## config.mk

```make
export PLATFORM = sky130hd
export DESIGN_NAME = lru_block_cache_directory
export DESIGN_NICKNAME = d
export VERILOG_FILES = /design/src/lbcd_pkg.sv /design/src/lru_block_cache_directory.sv /design/src/lbcd_engine.sv
export SDC_FILE = /design/constraint.sdc
export NUM_CORES = 2
export LEC_CHECK = 0
export CAP_MARGIN = 15
export CORE_UTILIZATION = 53
export DETAILED_ROUTE_END_ITERATION = 6
export DONT_BUFFER_PORTS = 1
export PLACE_DENSITY_LB_ADDON = 0.3
export SLEW_MARGIN = 20
export SYNTH_ARGS = -nofsm -noshare
export SYNTH_HDL_FRONTEND = slang
export SYNTH_HIERARCHICAL = 1
export SYNTH_SLANG_ARGS = --single-unit
```

## constraint.sdc

```tcl
create_clock -name i_clk -period 5.77 [get_ports i_clk]
set_input_delay 0.8655 -clock i_clk [delete_from_list [all_inputs] [get_ports i_clk]]
set_output_delay 0.8655 -clock i_clk [all_outputs]
set_load 0.01 [all_outputs]
```

## src/lbcd_pkg.sv

```systemverilog
// ----------------------------------------------------------------------------
// LRU block cache directory package
// Shared sizes, entry layout, mode codes and the control structs that pass
// between the top level and the scan engine.
// ----------------------------------------------------------------------------
`default_nettype none

package lbcd_pkg;

    // Directory depth and stored index width.
    localparam int MAX_ENTRIES = 64;
    localparam int INDEX_BITS  = 32;

    // Entry address, recency rank and occupancy widths.
    localparam int ADDR_W = (MAX_ENTRIES > 1) ? $clog2(MAX_ENTRIES) : 1;
    localparam int RANK_W = ADDR_W;
    localparam int CNT_W  = $clog2(MAX_ENTRIES + 1);

    // Width of the capacity register and of the occupancy port.
    localparam int CAP_W = 7;

    // Item modes. The unused code behaves as a probe.
    typedef enum logic [1:0] {
        MODE_LOOKUP = 2'd0,
        MODE_FILL   = 2'd1,
        MODE_PROBE  = 2'd2
    } t_mode;

    // One word of the directory memory.
    typedef struct packed {
        logic [INDEX_BITS-1:0] tag;
        logic [RANK_W-1:0]     rank;
    } t_entry;

    // Request handed to the scan engine when an item is accepted.
    typedef struct packed {
        logic [1:0]            mode;
        logic [INDEX_BITS-1:0] tag;
        logic [CNT_W-1:0]      cap;
    } t_req;

    // Result returned by the scan engine.
    typedef struct packed {
        logic                  hit;
        logic                  ev_valid;
        logic [INDEX_BITS-1:0] ev_tag;
        logic [CNT_W-1:0]      count;
    } t_rsp;

    // Scan engine sequencer states.
    typedef enum logic [3:0] {
        ST_IDLE   = 4'b0001,
        ST_SEARCH = 4'b0010,
        ST_UPDATE = 4'b0100,
        ST_FINISH = 4'b1000
    } t_state;

endpackage

`default_nettype wire

```

## src/lru_block_cache_directory.sv

```systemverilog
// ----------------------------------------------------------------------------
// LRU block cache directory
// Fully associative directory of block indices with least recently used
// replacement, built around one synchronous tag and rank memory.
// ----------------------------------------------------------------------------
// Each item runs a search pass; a lookup hit or a fill then runs an update
// pass, and each pass does one memory read per entry. A new item is taken
// only once the engine has handed on the result of the last one.
// Reset: synchronous and active low; the directory comes up empty with the
// capacity register at 64. No clearing pass is needed.
`default_nettype none

module lru_block_cache_directory (
    input  wire logic        i_clk,
    input  wire logic        i_rst_n,
    // Configuration write channel: capacity register.
    input  wire logic        i_cfg_valid,
    output logic             o_cfg_ready,
    input  wire logic [6:0]  i_cfg_capacity_blocks,
    // Input item channel.
    input  wire logic        i_in_valid,
    output logic             o_in_ready,
    input  wire logic [1:0]  i_mode,
    input  wire logic [31:0] i_block_index,
    // Result channel.
    output logic             o_out_valid,
    input  wire logic        i_out_ready,
    output logic             o_hit,
    output logic             o_evicted_valid,
    output logic [31:0]      o_evicted_index,
    output logic [6:0]       o_occupancy
);

    // The capacity register is always writable. The user must change the
    // configuration only while the block is idle; no handshake enforces it.
    logic [lbcd_pkg::CAP_W-1:0] r_cap;

    // Result register. It lets the engine start the next item while a
    // finished result still waits for the consumer.
    logic                            r_out_valid;
    logic                            r_hit;
    logic                            r_ev_valid;
    logic [lbcd_pkg::INDEX_BITS-1:0] r_ev_tag;
    logic [lbcd_pkg::CNT_W-1:0]      r_occ;

    logic                       eng_idle;
    logic                       eng_done;
    logic                       start;
    logic                       release_rsp;
    logic [lbcd_pkg::CNT_W-1:0] eff_cap;
    lbcd_pkg::t_req             req;
    lbcd_pkg::t_rsp             rsp;

    assign o_cfg_ready = 1'b1;

    always_ff @(posedge i_clk) begin
        if (!i_rst_n) begin
            r_cap <= lbcd_pkg::CAP_W'(64);
        end else if (i_cfg_valid) begin
            r_cap <= i_cfg_capacity_blocks;
        end
    end

    // A capacity of zero acts as one, and anything above the directory
    // depth is clamped to the depth.
    always_comb begin
        if (r_cap == '0) begin
            eff_cap = lbcd_pkg::CNT_W'(1);
        end else if (int'(r_cap) > lbcd_pkg::MAX_ENTRIES) begin
            eff_cap = lbcd_pkg::CNT_W'(lbcd_pkg::MAX_ENTRIES);
        end else begin
            eff_cap = lbcd_pkg::CNT_W'(r_cap);
        end
    end

    // The engine works on one item at a time, so an input beat is taken
    // whenever the engine is idle.
    assign o_in_ready = eng_idle;
    assign start      = i_in_valid && eng_idle;

    // The stored tag is the block index cut or zero-extended to the tag width.
    assign req.mode = i_mode;
    assign req.tag  = lbcd_pkg::INDEX_BITS'(i_block_index);
    assign req.cap  = eff_cap;

    // A finished result moves into the result register as soon as that
    // register is empty or being drained in the same cycle.
    assign release_rsp = eng_done && (!r_out_valid || i_out_ready);

    lbcd_engine u_engine (
        .i_clk     (i_clk),
        .i_rst_n   (i_rst_n),
        .i_start   (start),
        .i_req     (req),
        .i_release (release_rsp),
        .o_idle    (eng_idle),
        .o_done    (eng_done),
        .o_rsp     (rsp)
    );

    always_ff @(posedge i_clk) begin
        if (!i_rst_n) begin
            r_out_valid <= 1'b0;
        end else if (release_rsp) begin
            r_out_valid <= 1'b1;
        end else if (i_out_ready) begin
            r_out_valid <= 1'b0;
        end
    end

    always_ff @(posedge i_clk) begin
        if (release_rsp) begin
            r_hit      <= rsp.hit;
            r_ev_valid <= rsp.ev_valid;
            r_ev_tag   <= rsp.ev_tag;
            r_occ      <= rsp.count;
        end
    end

    assign o_out_valid     = r_out_valid;
    assign o_hit           = r_hit;
    assign o_evicted_valid = r_ev_valid;
    assign o_evicted_index = 32'(r_ev_tag);
    assign o_occupancy     = 7'(r_occ);

endmodule

`default_nettype wire

```

## src/lbcd_engine.sv

```systemverilog
// ----------------------------------------------------------------------------
// LRU block cache directory scan engine
// Holds the tag and rank memory, the valid bits and the occupancy, and runs
// the search pass and the read-modify-write update pass for one item.
// ----------------------------------------------------------------------------
`default_nettype none

module lbcd_engine (
    input  wire logic          i_clk,
    input  wire logic          i_rst_n,
    input  wire logic          i_start,
    input  wire lbcd_pkg::t_req i_req,
    input  wire logic          i_release,
    output logic               o_idle,
    output logic               o_done,
    output lbcd_pkg::t_rsp     o_rsp
);

    localparam logic [lbcd_pkg::ADDR_W-1:0] LAST_ADDR =
        lbcd_pkg::ADDR_W'(lbcd_pkg::MAX_ENTRIES - 1);

    lbcd_pkg::t_entry r_mem [lbcd_pkg::MAX_ENTRIES];
    lbcd_pkg::t_entry r_rd_data;

    lbcd_pkg::t_state r_state;
    lbcd_pkg::t_req   r_req;
    lbcd_pkg::t_rsp   r_rsp;

    logic [lbcd_pkg::MAX_ENTRIES-1:0] r_valid;
    logic [lbcd_pkg::CNT_W-1:0]       r_count;
    logic [lbcd_pkg::ADDR_W-1:0]      r_ptr;
    logic [lbcd_pkg::ADDR_W-1:0]      r_daddr;
    logic                             r_issue;
    logic                             r_pend;
    logic                             r_found;
    logic [lbcd_pkg::ADDR_W-1:0]      r_fidx;
    logic [lbcd_pkg::RANK_W-1:0]      r_frank;
    logic [lbcd_pkg::INDEX_BITS-1:0]  r_old_tag;
    logic                             r_full;
    logic                             r_ins;

    logic                       rd_en;
    logic                       last_beat;
    logic                       cur_v;
    logic                       match;
    logic                       oldest;
    logic                       found_now;
    logic                       evict;
    logic                       wr_en;
    lbcd_pkg::t_entry           wr_data;
    logic                       vset;
    logic                       vclr;
    logic [lbcd_pkg::CNT_W-1:0] cur_rank;
    logic [lbcd_pkg::CNT_W-1:0] n_count;

    assign rd_en     = ((r_state == lbcd_pkg::ST_SEARCH) || (r_state == lbcd_pkg::ST_UPDATE))
                       && r_issue;
    assign last_beat = r_pend && (r_daddr == LAST_ADDR);
    assign cur_v     = r_valid[r_daddr];
    assign cur_rank  = lbcd_pkg::CNT_W'(r_rd_data.rank);
    assign match     = cur_v && (r_rd_data.tag == r_req.tag);
    assign oldest    = cur_v && ((cur_rank + 1'b1) == r_count);
    assign found_now = r_found || match;
    assign evict     = cur_v && r_full && (cur_rank >= (r_req.cap - 1'b1));

    // Update pass: a touch ages every younger entry, a fill ages everything
    // that stays and drops the new tag into the first free or evicted slot.
    always_comb begin
        wr_en   = 1'b0;
        wr_data = r_rd_data;
        vset    = 1'b0;
        vclr    = 1'b0;
        if ((r_state == lbcd_pkg::ST_UPDATE) && r_pend) begin
            if (r_found) begin
                wr_en = cur_v;
                if (r_daddr == r_fidx) begin
                    wr_data.rank = '0;
                end else if (r_rd_data.rank < r_frank) begin
                    wr_data.rank = r_rd_data.rank + 1'b1;
                end
            end else if ((!cur_v || evict) && !r_ins) begin
                wr_en        = 1'b1;
                wr_data.tag  = r_req.tag;
                wr_data.rank = '0;
                vset         = 1'b1;
            end else if (evict) begin
                vclr = 1'b1;
            end else if (cur_v) begin
                wr_en        = 1'b1;
                wr_data.rank = r_rd_data.rank + 1'b1;
            end
        end
    end

    always_comb begin
        if (r_found) begin
            n_count = r_count;
        end else if (r_full) begin
            n_count = r_req.cap;
        end else begin
            n_count = r_count + 1'b1;
        end
    end

    always_ff @(posedge i_clk) begin
        if (rd_en) begin
            r_rd_data <= r_mem[r_ptr];
        end
        if (wr_en) begin
            r_mem[r_daddr] <= wr_data;
        end
    end

    always_ff @(posedge i_clk) begin
        if (!i_rst_n) begin
            r_state <= lbcd_pkg::ST_IDLE;
            r_valid <= '0;
            r_count <= '0;
            r_issue <= 1'b0;
            r_pend  <= 1'b0;
            r_found <= 1'b0;
            r_full  <= 1'b0;
            r_ins   <= 1'b0;
            r_ptr   <= '0;
        end else begin
            r_pend <= rd_en;
            if (rd_en) begin
                r_daddr <= r_ptr;
                r_ptr   <= r_ptr + 1'b1;
                if (r_ptr == LAST_ADDR) begin
                    r_issue <= 1'b0;
                end
            end
            if (vset) begin
                r_valid[r_daddr] <= 1'b1;
                r_ins            <= 1'b1;
            end
            if (vclr) begin
                r_valid[r_daddr] <= 1'b0;
            end
            case (r_state)
                lbcd_pkg::ST_IDLE: begin
                    if (i_start) begin
                        r_req   <= i_req;
                        r_ptr   <= '0;
                        r_issue <= 1'b1;
                        r_found <= 1'b0;
                        r_full  <= (r_count >= i_req.cap);
                        r_state <= lbcd_pkg::ST_SEARCH;
                    end
                end
                lbcd_pkg::ST_SEARCH: begin
                    if (r_pend) begin
                        if (match && !r_found) begin
                            r_found <= 1'b1;
                            r_fidx  <= r_daddr;
                            r_frank <= r_rd_data.rank;
                        end
                        if (oldest) begin
                            r_old_tag <= r_rd_data.tag;
                        end
                    end
                    if (last_beat) begin
                        if ((r_req.mode == lbcd_pkg::MODE_FILL) ||
                            ((r_req.mode == lbcd_pkg::MODE_LOOKUP) && found_now)) begin
                            r_ptr   <= '0;
                            r_issue <= 1'b1;
                            r_ins   <= 1'b0;
                            r_state <= lbcd_pkg::ST_UPDATE;
                        end else begin
                            r_rsp.hit      <= found_now;
                            r_rsp.ev_valid <= 1'b0;
                            r_rsp.ev_tag   <= '0;
                            r_rsp.count    <= r_count;
                            r_state        <= lbcd_pkg::ST_FINISH;
                        end
                    end
                end
                lbcd_pkg::ST_UPDATE: begin
                    if (last_beat) begin
                        r_rsp.hit      <= r_found;
                        r_rsp.ev_valid <= !r_found && r_full;
                        r_rsp.ev_tag   <= (!r_found && r_full) ? r_old_tag : '0;
                        r_rsp.count    <= n_count;
                        r_count        <= n_count;
                        r_state        <= lbcd_pkg::ST_FINISH;
                    end
                end
                lbcd_pkg::ST_FINISH: begin
                    if (i_release) begin
                        r_state <= lbcd_pkg::ST_IDLE;
                    end
                end
                default: begin
                    r_state <= lbcd_pkg::ST_IDLE;
                end
            endcase
        end
    end

    assign o_idle = (r_state == lbcd_pkg::ST_IDLE);
    assign o_done = (r_state == lbcd_pkg::ST_FINISH);
    assign o_rsp  = r_rsp;

endmodule

`default_nettype wire

```

# Word-level counts from Yosys, hierarchy flattened
# Memories as Yosys holds them, arrays and structs flattened. A register that Yosys moved wholly into a read port is not among the register bits.
# Index checks and enable logic that the tools add are counted.
[classes] n_addsub=5 order_cmp=6 n_eq_ne=17 muxes=66 bitwise=3 reduce_logical=37
[ops] cell="64-bit 2-to-1 mux" n=3
[ops] cell="41-bit 2-to-1 mux" n=3
[ops] cell="32-bit 2-to-1 mux" n=3
[ops] cell="41-bit one-hot mux with 2 select lines" n=1
[ops] cell="64-bit AND" n=1
[ops] cell="64-bit inverter" n=1
[ops] cell="64-bit OR" n=1
[ops] cell="6-bit 2-to-1 mux" n=10
[ops] cell="38-bit 2-to-1 mux" n=1
[ops] cell="32-bit == test" n=1
[ops] cell="1-bit 2-to-1 mux" n=30
[ops] cell="7-bit 2-to-1 mux" n=4
[ops] cell="4-bit 2-to-1 mux" n=5
[ops] cell="4-bit one-hot mux with 4 select lines" n=1
[ops] cell="4-bit AND reduction" n=4
[ops] cell="1-bit logical AND" n=14
[ops] cell="6-bit by 1-bit adder with 6-bit output, second input constant" n=2
[ops] cell="6-bit == test, second input constant" n=2
[ops] cell="6-bit one-hot mux with 2 select lines" n=1
[ops] cell="2-bit by 1-bit != test with 1-bit output, second input constant" n=5
[ops] cell="6-bit by 1-bit adder with 7-bit output, second input constant" n=1
[ops] cell="7-bit by 1-bit adder with 7-bit output, second input constant" n=1
[ops] cell="7-bit == test" n=1
[ops] cell="6-bit by 7-bit >= comparator with 1-bit output" n=1
[ops] cell="other kinds (24)" n=37
[totals] register_bits=267 mem_bits_rw=2432 in_bits=46 output_inout_bits=44 elab_cells=161 mem_count=1
[mem_list] name="u_engine.r_mem" words=64 word_bits=38 rd=1 rd_ports_with_merged_regs=1 write_ports=1 line_no="lbcd_engine.sv:22" text="lbcd_pkg::t_entry r_mem [lbcd_pkg::MAX_ENTRIES];"

# Longest topological paths before layout
[depth] ltp_word=13 ltp_mapped=13 ltp_nobuf=11

# Hierarchy
# Netlist, hierarchy kept.
[by_module_without_submodules] module="lbcd_engine" n_inst=1 cells_per_inst=4490 area_per_inst_um2=104301.3 seq_area_each_um2=79856.6
[by_module_without_submodules] module="lru_block_cache_directory" n_inst=1 cells_per_inst=79 area_per_inst_um2=1609.0 seq_area_each_um2=1391.3

# Least setup slack after synthesis
# Ideal clock, no wire load.
[synth_path] kind="register -> register" start="register u_engine/r_req[2] (netlist bit)" end="memory u_engine/r_mem[0][2] (netlist bit), data pin" setup_ns=0.721 arrival_ns=5.169 required_time_ns=5.049 setup_slack_ns=-0.121 path_stages_with_launch=13 n_path_buf=2 period_less_slack_ns=5.891 path_cell_list="edfxtp_1 nor3_1 nand2_1 xor2_1 ha_1 a21oi_1 nand2_1 a41oi_1 or2_2 clkbuf_1 buf_1 a31oi_1 a211oi_1"
[synth_lines] element="start, declared" line_no="lbcd_engine.sv:26" text="lbcd_pkg::t_req r_req;"
[synth_lines] element="start signal, assigned" line_no="lbcd_engine.sv:144" text="r_req <= i_req;"
[synth_lines] element="end, declared" line_no="lbcd_engine.sv:22"

==> impl_metrics.tcl <==
set metrics [dict create \
    crit_chain "buf_4 -> mux2i_1 -> a22oi_1 -> nand3_1 -> nand3_1 -> or4_4 -> a21oi_4 -> buf_4 -> mux2_1 -> buf_4" \
    vdd_drop_max_mv 0.3099 \
    ys_types 65 \
    fin_crit_ns 4.866 \
    die_y_um 449.0 \
    drt_iter0_drc 7136 \
    cp_max_fo 48 \
    worst_clock_skew_ns 0.04778 \
    path_clk_slew_ns 0.06 \
    routabilityCongestion 0.8617 \
    yosysWarningCount 6 \
    max_clock_freq_mhz 205.5 \
    tightest_slew_ns 1.176 \
    first_pass_iters 6 \
    antenna_found_initial 17 \
    setup_viol 0 \
    cts_tree "done" \
    cts_buffer_depth 4 \
    grt_pass1_wl_um 365800 \
    cap_violations 0 \
    drive_above_1_share_pct 30.54 \
    syn_area_um2 105900 \
    setup_ws_ns 0.9039 \
    critPathSlowestCell "edfxtp_1" \
    routed_wl_um 254500 \
    worstHoldStart "i_rst_n" \
    hold_viol_final 0 \
    holdWs_ns 0.05687 \
    crit_path_max_incr_delay_ns 0.74 \
    hp-class "in -> reg" \
    syn2layout_area_growth_pct 12.31 \
    relSlewSlack_pct 21.45 \
    endpoint_kind "register" \
    synthCells 4569 \
    vias_per_cell 6.636 \
    power.density_nw_per_um2 333.0 \
    synth-edff-count 2643 \
    synthFlopType "edfxtp_1" \
    layout_commonest_cell "edfxtp_1" \
    final_cell_mix "edfxtp_1 (2643), mux4_2 (804), clkbuf_16 (294), buf_4 (156), nand2_1 (98)" \
    gr-total-overflow 0 \
    ys_seq_area_share_pct 76.71 \
    fin_setup_tns_ns 0 \
    first_global_vias 49735 \
    syn_area_per_cell_um2 23.18 \
    htreeDepth 5 \
    r2r_slack_ns 0.90 \
    rows 163 \
    detail-route-antenna-nets 0 \
    power_frac_clock_pct 44.0 \
    route.detailed.drc 0 \
    switchingPower_mw 7.652 \
    core_area_um2 197800 \
    multi_input_area_um2 23950 \
    diodes 0 \
    cp-start-kind "register" \
    worstReg2RegStart "u_engine/r_daddr[0]" \
    critical_path_class "reg -> reg" \
    cts_setup_buffers 0 \
    drt-wirelength-per-cell_um 33.49 \
    cp.arrival_ns 5.48 \
    cts_root_buf "clkbuf_16" \
    dpl.hpwl_um 139500 \
    startpoint "u_engine/r_daddr[0]" \
    path_common_cell "buf_4" \
    start_util_pct 53.54 \
    synth.ff_latch_count 2737 \
    async_flop_share_pct 0 \
    seq_power_share_pct 54.6 \
    grt_max_degree 91 \
    p_sw_share_pct 19.32 \
    p_leak_nw 35.40 \
    status "finished, final reports clean" \
    port_buffers 0 \
    die-area_um2 201600 \
    combinationalPowerShare_pct 1.3 \
    regArea_um2 81270 \
    synth.net_count 4637 \
    clock_sinks 2737 \
    insertion_delay_ns 0.92 \
    die_w_um 449.0 \
    p_int_mw 31.96 \
    rsz0062_at_grt "no" \
    fin_crit_sh_pct 84.33 \
    grt_usage_pct 25.36 \
    critical_path_required_ns 6.38 \
    via_count 50436 \
    io_pins 90 \
    drv_slew 0 \
    cts-buffers-inserted 286 \
    num-nets-final 4832 \
    post-place-ws_ns 0.9360 \
    fill_cells 13300 \
]
==> layout make-up <==
| type | instances | area share [%] |
|---|---|---|
| clock buffer | 355 | 6.378 |
| timing repair buffer | 182 | 1.363 |
| tap | 2640 | 2.777 |
| inverter | 22 | 0.06943 |
| multi-input combinational | 1535 | 20.14 |
| sequential | 2737 | 68.32 |
| clock inverter | 129 | 0.9520 |
==> sequential cells by signal, summed over array words and instances (netlist names), 4 cells and up <==
signal              count
u_engine/r_mem       2432
u_engine/r_old_tag     32
u_engine/r_frank        6
u_engine/r_req         41
r_cap                   7
o_evicted_index        32
u_engine/r_rd_data     32
u_engine/r_daddr        6
o_occupancy             7
u_engine/o_rsp         41
u_engine/cur_rank       6
u_engine/r_ptr          6
u_engine/r_fidx         6
u_engine/r_valid       64
u_engine/r_state        4
u_engine/r_count        7
==> critical path: cells and delay by family (launching register included) <==
kind,cells,cell delay (ns)
simple gates,3,0.97
mux,2,0.83
compound gates,2,0.54
buf+inv,3,1.36
flops,1,0.74
==> worst paths after layout <==
path | endpoint | cells after the start
worst max register to register | u_engine/r_mem[47][13] | 10
worst min-delay path | r_cap[6] | 1
worst max-delay path | u_engine/r_mem[47][13] | 10
worst min register to register | o_evicted_index[13] | 0
==> per-layer routing <==
metal  routed length, um  track usage, %
met5                  27               0
met4                6711           6.906
met3               25730           4.918
met2              122100           39.43
met1               99910           37.22
==> power by group through the flow <==
stage	combinational, mW	sequential [mW]	clock [mW]
after floorplan	0.379	22.0	0
after global placement	0.519	22.1	0
after detailed placement	0.528	22.1	0
after CTS	0.537	21.6	17.7
after global routing	0.573	21.6	18.4
final	0.535	21.6	17.4
==> cell families after synthesis <==
kind of cell	share of synthesized area, %
DFF	76.71
muxes	17.73
and+or+nand+nor	1.713
buffers and inverters	1.114
AOI/OAI and AO/OA	2.008
xor gates and xnor gates	0.4548
adders and majority gates	0.2599
other	0.003541
==> through the flow <==
stage	cell area [um^2]	instances	total power, mW	utilization [%]
finish	118900	7600	39.61	60.13
global route	118900	7600	40.64	60.13
CTS	118900	7599	39.83	60.09
detailed placement	110100	7108	22.59	55.65
global placement	110100	7108	22.58	55.65
floorplan	105900	4569	22.39	-
==> cells in the mapped netlist, types with 32 or more instances <==
master,count,area share (%)
edfxtp_1,2643,75
a211oi_2,42,0.50
dfxtp_1,94,1.8
nor2_1,46,0.16
mux2_2,32,0.34
clkbuf_1,175,0.62
o221a_1,62,0.66
and3_1,40,0.24
buf_1,69,0.24
nand2_1,101,0.36
nor3_1,76,0.36
xor2_1,40,0.33
mux4_2,804,17
==> timing repair <==
action	in CTS	in global routing
gates resized for setup	0	0
hold endpoints to repair	7	0
hold buffers	7	0
endpoints found under the setup margin	0	0
(Power assumes the default switching activity.)
